===== src/design/assert_macros.svh =====
// Assertion macros used by the design files.
`ifndef ASSERT_MACROS_SVH
`define ASSERT_MACROS_SVH

`ifndef SYNTH

// Same-cycle implication, checked at every rising clock edge outside reset.
`define ASSERT_IMPLIES(label, clk, rst, ante, cons) \
   label: assert property (@(posedge clk) disable iff (rst) (ante) |-> (cons)) \
      else $error("assertion failed: ante -> cons");

// Next-cycle implication.
`define ASSERT_NEXT(label, clk, rst, ante, cons) \
   label: assert property (@(posedge clk) disable iff (rst) (ante) |=> (cons)) \
      else $error("assertion failed: ante => cons");

`else

`define ASSERT_IMPLIES(label, clk, rst, ante, cons)
`define ASSERT_NEXT(label, clk, rst, ante, cons)

`endif

`endif


===== src/design/rcbp_pkg.sv =====
// Package: byte codes, request codes, widths and helpers of the command byte parser.
package rcbp_pkg;

   localparam int BYTE_W          = 8;
   localparam int GAIN_IDX_W      = 4;
   localparam int GAIN_VAL_W      = 32;
   localparam int FRAME_LEN_MAX_D = 64;

   // Frame delimiters and frame kinds
   localparam logic [BYTE_W-1:0] CH_OPEN  = 8'h7B;  // '{'
   localparam logic [BYTE_W-1:0] CH_CLOSE = 8'h7D;  // '}'
   localparam logic [BYTE_W-1:0] CH_QUERY = 8'h51;  // 'Q'
   localparam logic [BYTE_W-1:0] CH_ZERO  = 8'h30;  // '0'
   localparam logic [BYTE_W-1:0] CH_EIGHT = 8'h38;  // '8'

   // Single-letter drive commands
   localparam logic [BYTE_W-1:0] CH_FWD      = 8'h41;  // 'A'
   localparam logic [BYTE_W-1:0] CH_REV      = 8'h45;  // 'E'
   localparam logic [BYTE_W-1:0] CH_RIGHT_LO = 8'h42;  // 'B'
   localparam logic [BYTE_W-1:0] CH_RIGHT_HI = 8'h44;  // 'D'
   localparam logic [BYTE_W-1:0] CH_LEFT_LO  = 8'h46;  // 'F'
   localparam logic [BYTE_W-1:0] CH_LEFT_HI  = 8'h48;  // 'H'

   // Request letters at frame position 3
   localparam logic [BYTE_W-1:0] CH_REQ_PARAMS  = 8'h50;  // 'P'
   localparam logic [BYTE_W-1:0] CH_REQ_READ    = 8'h52;  // 'R'
   localparam logic [BYTE_W-1:0] CH_REQ_DEFAULT = 8'h44;  // 'D'
   localparam logic [BYTE_W-1:0] CH_REQ_WRITE   = 8'h57;  // 'W'
   localparam logic [BYTE_W-1:0] CH_REQ_REBOOT  = 8'h42;  // 'B'
   localparam logic [BYTE_W-1:0] CH_REQ_BAL     = 8'h53;  // 'S'

   typedef enum logic [2:0] {
      REQ_NONE     = 3'd0,
      REQ_PARAMS   = 3'd1,
      REQ_FLASH_RD = 3'd2,
      REQ_DEFAULTS = 3'd3,
      REQ_FLASH_WR = 3'd4,
      REQ_REBOOT   = 3'd5,
      REQ_SET_BAL  = 3'd6
   } req_code_type;

   typedef struct packed {
      logic                  drive_forward;
      logic                  drive_backward;
      logic                  steer_right;
      logic                  steer_left;
      logic                  frame_end;
      req_code_type          request_code;
      logic                  gain_write;
      logic [GAIN_IDX_W-1:0] gain_index;
      logic [GAIN_VAL_W-1:0] gain_value;
   } rsp_type;

   function automatic req_code_type request_of(input logic [BYTE_W-1:0] r);
      req_code_type code;
      unique case (r)
         CH_REQ_PARAMS:  code = REQ_PARAMS;
         CH_REQ_READ:    code = REQ_FLASH_RD;
         CH_REQ_DEFAULT: code = REQ_DEFAULTS;
         CH_REQ_WRITE:   code = REQ_FLASH_WR;
         CH_REQ_REBOOT:  code = REQ_REBOOT;
         CH_REQ_BAL:     code = REQ_SET_BAL;
         default:        code = REQ_NONE;
      endcase
      return code;
   endfunction

endpackage


===== src/design/remote_command_byte_parser_top.sv =====
// Top level of the remote command byte parser: drive flags, frame capture, result skid.
//
//   channel | direction | handshake            | payload
//   --------+-----------+----------------------+------------------------------------------
//   req     | in        | req_valid/req_stall  | req_rx_byte
//   rsp     | out       | rsp_valid/rsp_stall  | drive/steer flags, frame_end, request_code,
//           |           |                      | gain_write, gain_index, gain_value
//
// Each request is decoded in the cycle it is accepted; its result is registered before it
// shows on rsp. One request per cycle is taken, limited only by the two-entry result buffer
// (output register plus skid register): req_stall rises only when both are full.
// Reset (synchronous, active high) closes any frame, clears the drive flags and empties
// the result buffer. A stalled result holds on the rsp ports until taken.
`include "assert_macros.svh"

module remote_command_byte_parser_top #(
   parameter int FRAME_LEN_MAX = rcbp_pkg::FRAME_LEN_MAX_D
) (
   input  logic                              clock,
   input  logic                              reset,
   input  logic                              req_valid,
   output logic                              req_stall,
   input  logic [rcbp_pkg::BYTE_W-1:0]       req_rx_byte,
   output logic                              rsp_valid,
   input  logic                              rsp_stall,
   output logic                              rsp_drive_forward,
   output logic                              rsp_drive_backward,
   output logic                              rsp_steer_right,
   output logic                              rsp_steer_left,
   output logic                              rsp_frame_end,
   output logic [2:0]                        rsp_request_code,
   output logic                              rsp_gain_write,
   output logic [rcbp_pkg::GAIN_IDX_W-1:0]   rsp_gain_index,
   output logic [rcbp_pkg::GAIN_VAL_W-1:0]   rsp_gain_value
);
   import rcbp_pkg::*;

   // Position counts up to FRAME_LEN_MAX itself, where capture stops.
   localparam int PosW = $clog2(FRAME_LEN_MAX + 1);

   // Frame and drive state
   logic                  in_frame_ff, in_frame_in;
   logic [PosW-1:0]       pos_ff, pos_in;
   logic [BYTE_W-1:0]     kind_ff, kind_in;
   logic [BYTE_W-1:0]     reqb_ff, reqb_in;
   logic [GAIN_VAL_W-1:0] acc_ff, acc_in;
   logic                  fwd_ff, fwd_in;
   logic                  bwd_ff, bwd_in;

   // Result buffer: output register plus skid register
   rsp_type               out_ff, skid_ff, result;
   logic                  rsp_valid_ff, skid_valid_ff;

   logic                  accept;
   logic                  out_free;
   logic                  open_frame;
   logic                  capture;
   logic [BYTE_W-1:0]     digit;
   logic [GAIN_VAL_W-1:0] acc_times10;

   assign req_stall = skid_valid_ff;
   assign accept    = req_valid && !skid_valid_ff;
   assign out_free  = !rsp_valid_ff || !rsp_stall;

   // Decode one byte against the current frame state.
   assign digit       = req_rx_byte - CH_ZERO;
   assign acc_times10 = (acc_ff << 3) + (acc_ff << 1);
   // Outside a frame the capture fields are already cleared, so an opening
   // brace starts capturing at position 0 from the held state.
   assign open_frame  = (req_rx_byte == CH_OPEN) && !in_frame_ff;
   assign capture     = (req_rx_byte != CH_CLOSE) && (in_frame_ff || open_frame)
                        && (pos_ff < PosW'(FRAME_LEN_MAX));

   always_comb begin
      in_frame_in = in_frame_ff;
      pos_in      = pos_ff;
      kind_in     = kind_ff;
      reqb_in     = reqb_ff;
      acc_in      = acc_ff;
      fwd_in      = fwd_ff;
      bwd_in      = bwd_ff;

      result.steer_right  = (req_rx_byte >= CH_RIGHT_LO) && (req_rx_byte <= CH_RIGHT_HI);
      result.steer_left   = (req_rx_byte >= CH_LEFT_LO) && (req_rx_byte <= CH_LEFT_HI);
      result.frame_end    = 1'b0;
      result.request_code = REQ_NONE;
      result.gain_write   = 1'b0;
      result.gain_index   = '0;
      result.gain_value   = '0;

      // Drive letters are honored everywhere, also inside a frame.
      if (req_rx_byte == CH_FWD) begin
         fwd_in = 1'b1;
         bwd_in = 1'b0;
      end else if (req_rx_byte == CH_REV) begin
         fwd_in = 1'b0;
         bwd_in = 1'b1;
      end

      if (req_rx_byte == CH_CLOSE) begin
         // A close brace with no open frame is dropped.
         if (in_frame_ff) begin
            result.frame_end = 1'b1;
            if (kind_ff == CH_QUERY) begin
               result.request_code = request_of(reqb_ff);
            end else if (kind_ff >= CH_ZERO && kind_ff <= CH_EIGHT) begin
               result.gain_write = 1'b1;
               result.gain_index = GAIN_IDX_W'(kind_ff - CH_ZERO);
               result.gain_value = acc_ff;
            end
            in_frame_in = 1'b0;
            pos_in      = '0;
            kind_in     = '0;
            reqb_in     = '0;
            acc_in      = '0;
         end
      end else begin
         if (open_frame) begin
            in_frame_in = 1'b1;
         end
         if (capture) begin
            if (pos_ff == PosW'(1)) begin
               kind_in = req_rx_byte;
            end
            if (pos_ff == PosW'(3)) begin
               reqb_in = req_rx_byte;
            end
            if (pos_ff >= PosW'(3)) begin
               acc_in = acc_times10 + GAIN_VAL_W'(digit);
            end
            pos_in = pos_ff + PosW'(1);
         end
      end

      result.drive_forward  = fwd_in;
      result.drive_backward = bwd_in;
   end

   // Frame state: advance on every accepted request.
   always_ff @(posedge clock) begin
      if (reset) begin
         in_frame_ff <= 1'b0;
         pos_ff      <= '0;
         kind_ff     <= '0;
         reqb_ff     <= '0;
         acc_ff      <= '0;
         fwd_ff      <= 1'b0;
         bwd_ff      <= 1'b0;
      end else if (accept) begin
         in_frame_ff <= in_frame_in;
         pos_ff      <= pos_in;
         kind_ff     <= kind_in;
         reqb_ff     <= reqb_in;
         acc_ff      <= acc_in;
         fwd_ff      <= fwd_in;
         bwd_ff      <= bwd_in;
      end
   end

   // Result buffer: refill the output register from skid first, else from the
   // new request; park the new request in skid while the output is stalled.
   always_ff @(posedge clock) begin
      if (reset) begin
         rsp_valid_ff  <= 1'b0;
         skid_valid_ff <= 1'b0;
      end else if (out_free) begin
         if (skid_valid_ff) begin
            rsp_valid_ff  <= 1'b1;
            skid_valid_ff <= 1'b0;
         end else begin
            rsp_valid_ff  <= accept;
         end
      end else if (accept) begin
         skid_valid_ff <= 1'b1;
      end
   end

   always_ff @(posedge clock) begin
      if (out_free) begin
         if (skid_valid_ff) begin
            out_ff <= skid_ff;
         end else if (accept) begin
            out_ff <= result;
         end
      end else if (accept) begin
         skid_ff <= result;
      end
   end

   assign rsp_valid          = rsp_valid_ff;
   assign rsp_drive_forward  = out_ff.drive_forward;
   assign rsp_drive_backward = out_ff.drive_backward;
   assign rsp_steer_right    = out_ff.steer_right;
   assign rsp_steer_left     = out_ff.steer_left;
   assign rsp_frame_end      = out_ff.frame_end;
   assign rsp_request_code   = out_ff.request_code;
   assign rsp_gain_write     = out_ff.gain_write;
   assign rsp_gain_index     = out_ff.gain_index;
   assign rsp_gain_value     = out_ff.gain_value;

   // Skid register only fills behind a held output register.
   `ASSERT_IMPLIES(a_skid_behind_out, clock, reset, skid_valid_ff, rsp_valid_ff)
   // Outside a frame the capture position stays at zero.
   `ASSERT_IMPLIES(a_idle_pos_zero, clock, reset, !in_frame_ff, pos_ff == '0)
   // Forward and backward are never driven together.
   `ASSERT_IMPLIES(a_drive_excl, clock, reset, fwd_ff, !bwd_ff)
   // A gain write only comes with the frame close.
   `ASSERT_IMPLIES(a_gain_on_close, clock, reset, rsp_valid_ff && out_ff.gain_write,
                   out_ff.frame_end)

endmodule

===== config.mk =====
export PLATFORM = sky130hd
export DESIGN_NAME = remote_command_byte_parser_top
export DESIGN_NICKNAME = d
export VERILOG_FILES = /design/src/design/rcbp_pkg.sv /design/src/design/remote_command_byte_parser_top.sv
export VERILOG_INCLUDE_DIRS = /design/src /design/src/design
export SDC_FILE = /design/constraint.sdc
export NUM_CORES = 1
export LEC_CHECK = 0
export BUFFER_PORTS_ARGS = -buffer_cell sky130_fd_sc_hd__buf_2
export CAP_MARGIN = 30
export CORE_UTILIZATION = 40
export DETAILED_ROUTE_END_ITERATION = 8
export PLACE_DENSITY = 0.65
export SLEW_MARGIN = 20
export SYNTH_ARGS = -nofsm -noshare
export SYNTH_HDL_FRONTEND = slang
export SYNTH_SLANG_ARGS = --single-unit
export TNS_END_PERCENT = 5

===== constraint.sdc =====
create_clock -name clock -period 4.25 [get_ports clock]
set_input_delay 0.2125 -clock clock [delete_from_list [all_inputs] [get_ports clock]]
set_output_delay 0.2125 -clock clock [all_outputs]
set_load 0.03 [all_outputs]

; ---- Word-level counts from Yosys, hierarchy flattened
; Cells that the tools add are included.
[op_classes]
add_sub_neg = 5
magnitude_cmp = 8
n_eq_ne = 15
muxes = 29
bitwise = 1
reduce_logical = 27
[ops]
columns = op, count
row1 = $mux 32, 4
row2 = $mux 45, 2
row3 = $eq 8x7->1 const B, 11
row4 = $mux 41, 2
row5 = $mux 37, 2
row6 = $mux 8, 7
row7 = $add 32x32->32, 1
row8 = $add 32x8->32, 1
row9 = $mux 7, 3
row10 = $pmux 3 s6, 1
row11 = $ge 8x7->1 const B, 2
row12 = $le 8x7->1 const B, 2
row13 = $reduce_and 4->1, 3
row14 = $reduce_bool 2->1, 6
row15 = $ge 8x6->1 const B, 1
row16 = $le 8x6->1 const B, 1
row17 = $ne 8x7->1 const B, 1
row18 = $sub 8x6->8 const B, 1
row19 = $add 7x1->7 const B, 1
row20 = $eq 7x1->1 const B, 1
row21 = $eq 7x2->1 const B, 1
row22 = $ge 7x2->1 const B, 1
row23 = $logic_and 1x1->1, 7
row24 = $lt 7x7->1 const B, 1
row25 = other kinds (10), 22
[totals]
register_bits = 150
output_inout_bits = 47

; ---- Logic depth before layout (Yosys ltp)
; Gate-level depths: netlist of run 1.
[depth]
ltp_word = 8
mapped_depth = 12
mapped_depth_nobuf = 12

; ---- Least setup slack after synthesis of run 1
; No wires, ideal clock.
[synth_timing]
path_type = register to register
from = register skid_valid_ff, in the netlist req_stall
to = register out_ff (netlist bit rsp_drive_backward), enable pin
setup_time_ps = 462
t_arrival_ps = 3312
required_ps = 3788
path_slack_ps = 476
path_stages_with_launch = 5
path_buffers = 2
period_less_slack_ps = 3774
path_cell_list = dfxtp_1 -> clkbuf_1 -> clkbuf_1 -> nor2_1 -> a21oi_1
[synth_via]
elab_chain_cells = 4
[synth_rtl]
columns = element, line
row1 = start: declaration, remote_command_byte_parser_top.sv:52  ; logic rsp_valid_ff, skid_valid_ff;
row2 = start signal: assignment, remote_command_byte_parser_top.sv:165  ; skid_valid_ff <= 1'b0;
row3 = start signal: assignment, remote_command_byte_parser_top.sv:169  ; skid_valid_ff <= 1'b0;
row4 = start signal: assignment, remote_command_byte_parser_top.sv:174  ; skid_valid_ff <= 1'b1;
row5 = $logic_not 1->1, remote_command_byte_parser_top.sv:62  ; assign accept = req_valid && !skid_valid_ff;
row6 = $logic_and 1x1->1, remote_command_byte_parser_top.sv:62
row7 = $reduce_bool 2->1 (no line) (*), --
row8 = $reduce_and 2->1 (no line) (*), --
row9 = end signal: assignment, remote_command_byte_parser_top.sv:181  ; out_ff <= skid_ff;
row10 = end signal: assignment, remote_command_byte_parser_top.sv:183  ; out_ff <= result;
row11 = end: declaration, remote_command_byte_parser_top.sv:51  ; rsp_type out_ff, skid_ff, result;
; Mark *: on every way between the ends. The rest lies on a longest branch, timed or not.
; A chain may end at the register's enable or synchronous reset.

; ---- Worst setup path in the final report of run 1
[layout_timing]
from = register acc_ff[4]
to = register acc_ff[31]
[layout_via]
elab_chain_cells = 5
[layout_rtl]
columns = element, line
row1 = start: declaration, remote_command_byte_parser_top.sv:46  ; logic [GAIN_VAL_W-1:0] acc_ff, acc_in;
row2 = start signal: assignment, remote_command_byte_parser_top.sv:154  ; acc_ff <= acc_in;
row3 = $add 32x32->32, remote_command_byte_parser_top.sv:67  ; assign acc_times10 = (acc_ff << 3) + (acc_ff << 1);
row4 = $add 32x8->32, remote_command_byte_parser_top.sv:129  ; acc_in = acc_times10 + GAIN_VAL_W'(digit);
row5 = $mux 32, remote_command_byte_parser_top.sv:128  ; if (pos_ff >= PosW'(3)) begin
row6 = $mux 32, remote_command_byte_parser_top.sv:121  ; if (capture) begin
row7 = $mux 32, remote_command_byte_parser_top.sv:100  ; if (req_rx_byte == CH_CLOSE) begin
; No other way between the ends. The select of a mux whose other input is x is not followed.

==> summary.md, run 1 <==
| Metric | Value |
|---|---|
| Status | `complete, no violations` |
| DR vias | `5547` |
| VDD IR max | `0.000225 V` |
| Yosys warns | `0` |
| All-layer global routing usage | `between 15 and 20%` |
| Most used DFF post-synth | `edfxtp_1` |
| Async S/R FF share, synth | `0%` |
| Vias in the first global route | `5183` |
| Antenna Violating Nets Remaining | `0` |
| Worst slew pin tran | `roughly 850 ps` |
| Post-DP HPWL | `around 12000 µm` |
| Final core area utilization | `between 40% and 50%` |
| Largest net degree at the start of global routing | `52` |
| Seq cells post-synth | `150` |
| Non-Filler Instances | `~1100` |
| EDFF count, synth | `90` |
| Core region area | `19700 µm²` |
| Slew Limit Headroom | `43.5%` |
| Crit path launch type | `flip-flop` |
| Die Ht | `around 140 µm` |
| Required time of the critical path | `around 4600 ps` |
| Via density | `just over 5` |
| Period minus WS final | `between 3000 and 4000 ps` |
| N_diodes | `0` |
| P per Cell Area | `roughly 360 nW/µm²` |
| Gpl congestion | `0.861` |
| Hold Buf Count CTS | `0` |
| Fin. max-slew vios | `0` |
| Seq/Total Area, Yosys | `48.3%` |
| Arrival time at the worst endpoint | `3570 ps` |
| Drt first-iter violations | `389` |
| Final number of hold-violating endpoints | `0` |
| Peak Freq | `~0.31 GHz` |
| Initial antenna violation count | `0` |
| GRT overflow | `0` |
| Die width | `approximately 140 µm` |
| Io pins | `59` |
| Max clock buf depth | `2` |
| Layout cell share with drive strength beyond 1 | `between 10% and 20%` |
| Synth area leaders | `edfxtp_1 33%, dfxtp_1 15%, ha_1 9.1%, mux2_2 5.7%, nor2_1 3.7%` |
| CP max FO | `5` |
| CP Capture Type | `flip-flop` |
| Worst-Skew Late Latency | `around 420 ps` |
| TritonCTS Sinks | `150` |
| Routed len/inst | `roughly 15 µm` |
| # nets final | `approximately 870` |
| CTS tree | `done` |
| Cts repair resizes | `0` |
| Clk pin slew, worst setup/hold paths | `70 ps` |
| RSZ-0062 raised after global routing | `false` |
| Synth area leader | `edfxtp_1` |
| CTS buffer count | `17` |
| Crit path kind | `flip-flop to flip-flop` |
| Max-Cap Viols | `0` |
| Drt first pass iters | `5` |
| Fin Setup TNS | `0 ps` |
| Finish-stage setup viols | `0` |
| Htree depth | `4` |
| Root buf cell | `clkbuf_16` |
| DRT Wirelength | `around 16000 µm` |
| DRC Markers | `0` |
| IO Port Bufs | `58` |
| Gate Count Post-Synth | `742` |
| Final Cycle Share | `76.6%` |
| Post-CTS setup buffer count | `0` |
| Netlist cell types | `56` |
| Post-synthesis net count | `819` |
| Post-synth top cells | `90 x edfxtp_1, 80 x nor2_1, 60 x dfxtp_1` |
| First-pass GRT wire length | `about 26000 µm` |
| Post-synth top area share | `about 33%` |
| Standard-cell rows | `51` |
| Path type of the worst min-delay path | `input port to flip-flop` |
| Area Growth Syn to Fin | `15.0%` |
| Post-Syn Area | `8090 µm²` |
| Most frequent cell after synthesis | `edfxtp_1` |
| Syn Area/Cell | `between 10 and 15 µm²` |
| Die footprint | `approximately 21000 µm²` |
| Fin Clk Skew | `around 13 ps` |
| Initial Utilization | `41.1%` |
| Total power | `3.32 mW` |
| Cells after DPL | `between 1000 and 1500` |
| Leak Pwr | `3.93 nW` |
[sequential cells by signal, indices dropped and copies added, names as in the netlist]
signal / cells
in_frame_ff: 1
rsp_gain_value: 32
kind_ff: 8
req_stall: 1
reqb_ff: 8
rsp_frame_end: 1
rsp_gain_write: 1
rsp_request_code: 3
rsp_drive_backward: 1
rsp_steer_right: 1
rsp_steer_left: 1
pos_ff: 7
fwd_ff: 1
acc_ff: 32
rsp_gain_index: 4
rsp_drive_forward: 1
bwd_ff: 1
rsp_valid: 1
skid_ff: 45
[metrics by stage]
step	worst slack, ps	hold slack (ps)	cell area [µm²]
after floorplan	476	356	8090
after global placement	643	469	8640
after detailed placement	595	478	8680
after CTS	991	106	9300
after global routing	754	123	9300
final	995	115	9300
[cell families after synthesis]
group | synth area share (%)
AO/OA/AOI/OAI | 11.4
XOR/XNOR | 3.90
buffers and inverters | 2.65
AND/OR/NAND/NOR | 14.7
multiplexers | 8.45
flip-flops | 48.3
adder cells (fa/ha/maj) | 10.6
[area by class of cell]
type | count | area [µm²]
Tap cell | 265 | 332
Sequential cell | 150 | 3910
Timing Repair Buffer | 68 | 385
Clock inverter | 15 | 191
Fill cell | 1824 | 10400
Clock buffer | 17 | 425
Inverter | 19 | 71.3
Multi-Input combinational cell | 539 | 3990
[worst max-delay path, cell delays in order (launching register included)]
cell and delay [ps]:
dfxtp_1 480, fa_1 470, ha_1 370, nand3_1 100, nor2_1 130, nor2_1 90
o31ai_1 560, a31oi_2 240, nor4_1 360, o31ai_1 120, a32o_1 250
[worst paths after layout]
kind | startpoint | endpoint | slack [ps] | depth (start not counted)
worst min register to register | kind_ff[4]$_SDFFE_PP0P_ | kind_ff[4]$_SDFFE_PP0P_ | 490 | 2
worst max register to register | acc_ff[4]$_SDFFE_PP0P_ | acc_ff[31]$_SDFFE_PP0P_ | 990 | 10
worst max-delay path | acc_ff[4]$_SDFFE_PP0P_ | acc_ff[31]$_SDFFE_PP0P_ | 990 | 10
worst min-delay path | req_rx_byte[7] | reqb_ff[7]$_SDFFE_PP0P_ | 110 | 3
[placed cells by master, fill, tap and decap left out, types with 4 or more instances in the layout]
cell        n
nor2b_1     8
o21bai_1    8
o31ai_1     7
fa_1        6
nor2_1     79
clkbuf_16  17
nand3_1     7
inv_1      19
mux2_2     41
ha_1       59
o21ai_0    29
dfxtp_1    59
and2_1     40
a21o_1     12
nand2_1    35
a22o_1     12
a21oi_1    48
buf_4       8
nand4_1    12
xnor2_1    17
nor4_1      6
a22oi_1     6
inv_6       4
a31oi_1     4
mux2i_1    21
xor2_1     19
nor3_1     18
buf_2      58
edfxtp_1   90
[metal layers]
| metal | global-route usage [%] | wire length, µm | up-vias |
|---|---|---|---|
| li1 | - | - | 2814 |
| met1 | 24.2 | 8450 | 2601 |
| met2 | 22.8 | 6530 | 116 |
| met3 | 2.72 | 534 | 16 |
| met4 | 5.65 | 269 | 0 |
| met5 | 0 | 0 | - |
[power by group]
part / internal (mW) / switching (mW) / leakage (nW)
logic: 0.0488 / 0.125 / 2.34
clock network: 0.939 / 0.621 / 0.302
registers: 1.58 / 0.00879 / 1.29
total: 2.56 / 0.756 / 3.93
Power figures use the tool's default switching activity.
==> inputs of run 2 (changes only) <==
Settings changed: ABC_AREA set to 1.
Clock period 4.25 ns to 3.35 ns, I/O delays scaled along.
==> summary.md, run 2 <==
| Metric | Value |
|---|---|
| Die width | `152 µm (was 144 µm)` |
| GRT overflow | `0 (unchanged)` |
| IO Port Bufs | `58 (unchanged)` |
| RSZ-0062 raised after global routing | `false (unchanged)` |
| Synth area leader | `edfxtp_1 (unchanged)` |
| Period minus WS final | `2610 ps (was 3260 ps)` |
| Crit path launch type | `flip-flop (unchanged)` |
| Most frequent cell after synthesis | `nand2_1 (was edfxtp_1)` |
| Fin. max-slew vios | `0 (unchanged)` |
| CP Capture Type | `flip-flop (unchanged)` |
| Initial Utilization | `40.9% (was 41.1%)` |
| Hold Buf Count CTS | `0 (unchanged)` |
| Drt first pass iters | `9 (was 5)` |
| Gpl congestion | `0.881 (was 0.861)` |
| CTS buffer count | `17 (unchanged)` |
| Peak Freq | `0.383 GHz (was 0.307 GHz)` |
| Drt first-iter violations | `463 (was 389)` |
| DR vias | `7383 (was 5547)` |
| Path type of the worst min-delay path | `input port to flip-flop (unchanged)` |
| Setup WS pre-CTS | `660 ps (was 595 ps)` |
| Post-synthesis net count | `1247 (was 819)` |
| Leak Pwr | `4.83 nW (was 3.93 nW)` |
| DRC Markers | `10 (was 0)` |
| Worst path cell trace | `fa_1 -> inv_1 -> fa_1 -> inv_1 -> nand3_1 -> nand3_1 -> nand2_1 -> nand2_1 -> nand2_1 -> nand3b_1 -> nand3_1 -> a21oi_1 (was fa_1 -> ha_1 -> nand3_1 -> nor2_1 -> nor2_1 -> o31ai_1 -> a31oi_2 -> nor4_1 -> o31ai_1 -> a32o_1)` |
| Top delay family on crit path | `adder cells (was compound AO/OA/AOI/OAI gates)` |
| Syn Area/Cell | `7.68 µm² (was 10.9 µm²)` |
| Slowest stage cell, crit path | `fa_1 (was o31ai_1)` |
| DRT Wirelength | `20300 µm (was 15800 µm)` |
| CP max FO | `4 (was 5)` |
| Hold Crit Depth | `3 (unchanged)` |
| Crit path kind | `flip-flop to flip-flop (unchanged)` |
| Worst-Skew Late Latency | `440 ps (was 420 ps)` |
| Standard-cell rows | `54 (was 51)` |
| Core region area | `22000 µm² (was 19700 µm²)` |
| P per Cell Area | `409 nW/µm² (was 357 nW/µm²)` |
| # nets final | `1300 (was 872)` |
| TritonCTS Sinks | `150 (unchanged)` |
| All-layer global routing usage | `18.4% (was 16.0%)` |
| Post-Syn Area | `8990 µm² (was 8090 µm²)` |
| First-pass GRT wire length | `34500 µm (was 26100 µm)` |
| Post-synth top area share | `30.1% (was 33.4%)` |
| Most frequent cells in the layout | `390 x nand2_1, 170 x inv_1, 105 x nor2_1 (was 90 x edfxtp_1, 79 x nor2_1, 59 x ha_1, 59 x dfxtp_1, 58 x buf_2)` |
| Max incr delay on CP | `540 ps (was 560 ps)` |
| Critical path buffer and inverter count | `2 (was 0)` |
| Max reg flops | `45 (unchanged)` |
| CTS tree | `done (unchanged)` |
| Cts repair resizes | `0 (unchanged)` |
| CP Launch Point | `acc_ff[2]$_SDFFE_PP0P_ (was acc_ff[4]$_SDFFE_PP0P_)` |
| Yosys warns | `0 (unchanged)` |
| Required time of the critical path | `3710 ps (was 4560 ps)` |
| Seq cells post-synth | `150 (unchanged)` |
| Post-DP HPWL | `15000 µm (was 11600 µm)` |
| R2r endpoint | `acc_ff[18]$_SDFFE_PP0P_ (was acc_ff[31]$_SDFFE_PP0P_)` |
| N_diodes | `0 (unchanged)` |
| Final Cycle Share | `78.0% (was 76.6%)` |
| Post-synth top cells | `390 x nand2_1, 171 x inv_1, 106 x nor2_1 (was 90 x edfxtp_1, 80 x nor2_1, 60 x dfxtp_1)` |
| VDD IR max | `0.000210 V (was 0.000225 V)` |
| Post-CTS setup buffer count | `0 (unchanged)` |
| Setup WS post-layout | `737 ps (was 995 ps)` |
| Gate Count Post-Synth | `1170 (was 742)` |
| Antenna Violating Nets Remaining | `0 (unchanged)` |
| Status | `complete, but fails checks (was complete, no violations)` |
| Most used DFF post-synth | `edfxtp_1 (unchanged)` |
| Crit path capture | `acc_ff[18]$_SDFFE_PP0P_ (was acc_ff[31]$_SDFFE_PP0P_)` |
| Max-Cap Viols | `0 (unchanged)` |
| Die footprint | `23100 µm² (was 20800 µm²)` |
| Layout cell share with drive strength beyond 1 | `10.1% (was 18.8%)` |
| Initial antenna violation count | `0 (unchanged)` |
| Htree depth | `4 (unchanged)` |
| Vias in the first global route | `7007 (was 5183)` |
| Via density | `4.87 (was 5.17)` |
| Area Growth Syn to Fin | `12.1% (was 15.0%)` |
| Fin Clk Skew | `13.1 ps (was 12.8 ps)` |
| Worst r2r path cells | `12 (was 10)` |
| Root buf cell | `clkbuf_16 (unchanged)` |
| Async S/R FF share, synth | `0% (unchanged)` |
| Final number of hold-violating endpoints | `0 (unchanged)` |
| Arrival time at the worst endpoint | `2970 ps (was 3570 ps)` |
| Worst slew pin tran | `640 ps (was 847 ps)` |
| Netlist cell types | `43 (was 56)` |
| Clk pin slew, worst setup/hold paths | `70 ps (about the same)` |
| Max clock buf depth | `2 (unchanged)` |
| Top reg by flops | `skid_ff (unchanged)` |
| Largest net degree at the start of global routing | `55 (was 52)` |
| Finish-stage setup viols | `0 (unchanged)` |
| Slew Limit Headroom | `57.3% (was 43.5%)` |
| Die Ht | `152 µm (was 144 µm)` |
| Critical path depth in cells | `12 (was 10)` |
| Synth area leaders | `edfxtp_1 30%, nand2_1 16%, dfxtp_1 13%, ha_1 8.2%, inv_1 7.1% (was edfxtp_1 33%, dfxtp_1 15%, ha_1 9.1%, mux2_2 5.7%, nor2_1 3.7%)` |
| Io pins | `59 (unchanged)` |
| Seq/Total Area, Yosys | `43.4% (was 48.3%)` |
| Commonest non-fill, non-tap cell in the layout | `nand2_1 (was edfxtp_1)` |
| Failing checks | `design-rule violations` |
| EDFF count, synth | `90 (unchanged)` |
| RR Startpoint | `acc_ff[2]$_SDFFE_PP0P_ (was acc_ff[4]$_SDFFE_PP0P_)` |
| Fin Setup TNS | `0 ps (unchanged)` |
| Routed len/inst | `13.4 µm (was 14.7 µm)` |
| R2r setup slk | `740 ps (was 990 ps)` |
==> run 2: kinds of logic after synthesis <==
group / Yosys count / synth area share (%)
simple gates: 612 / 28.7
compound gates: 122 / 7.28
buf+inv: 203 / 9.34
fa+ha+maj: 65 / 9.55
flops: 150 / 43.4
xor+xnor: 18 / 1.75
==> run 2: worst reg2reg max path: stages, from the launching register on <==
cell	delay, ps
dfxtp_1	390
fa_1	540
inv_1	70
fa_1	420
inv_1	140
nand3_1	90
nand3_1	170
nand2_1	100
nand2_1	150
nand2_1	60
nand3b_1	80
nand3_1	150
a21oi_1	170
==> run 2: power by group <==
| part | internal (mW) | leakage, nW | switching (mW) |
|---|---|---|---|
| clock network | 1.06 | 0.284 | 0.833 |
| logic | 0.0545 | 3.17 | 0.172 |
| registers | 1.99 | 1.38 | 0.0104 |
==> run 2: through the flow <==
stage               cells  utilization (%)  hold WS, ps  power, mW  area [µm²]
floorplan            1170                -          347       2.20        8990
global placement     1484             43.3          457       2.26        9510
detailed placement   1484             43.3          456       2.27        9510
CTS                  1516             45.9         37.8       4.16       10100
global route         1516             45.9         78.2       4.25       10100
finish               1516             45.9         55.9       4.12       10100
==> run 2: worst min-delay path by stage <==
stage                                  startpoint                       to  slack [ps]
final                                   req_valid   rsp_valid$_SDFFE_PP0P_          60
after global routing                    req_valid   req_stall$_SDFFE_PP0P_          80
after CTS                               req_valid   rsp_valid$_SDFFE_PP0P_          40
after detailed placement  acc_ff[31]$_SDFFE_PP0P_  acc_ff[31]$_SDFFE_PP0P_         460
after global placement    acc_ff[31]$_SDFFE_PP0P_  acc_ff[31]$_SDFFE_PP0P_         460
after floorplan                         rsp_stall   req_stall$_SDFFE_PP0P_         350
==> run 2: layout make-up <==
cell class	count	area, µm²
flip-flops and latches	150	3910
fillers	2139	11900
repair buffers	63	328
inverters	174	656
clock inverters	14	139
multi-input cells	817	4270
well taps	280	350
clock buffers	18	439
==> run 2: per-layer routing <==
| layer | GRT usage [%] | vias to the layer above | wire length (µm) |
|---|---|---|---|
| met5 | 0 | - | 0 |
| met4 | 5.64 | 0 | 304 |
| met3 | 2.57 | 23 | 926 |
| met2 | 28.6 | 189 | 8740 |
| met1 | 26.6 | 3319 | 10300 |
| li1 | - | 3852 | - |
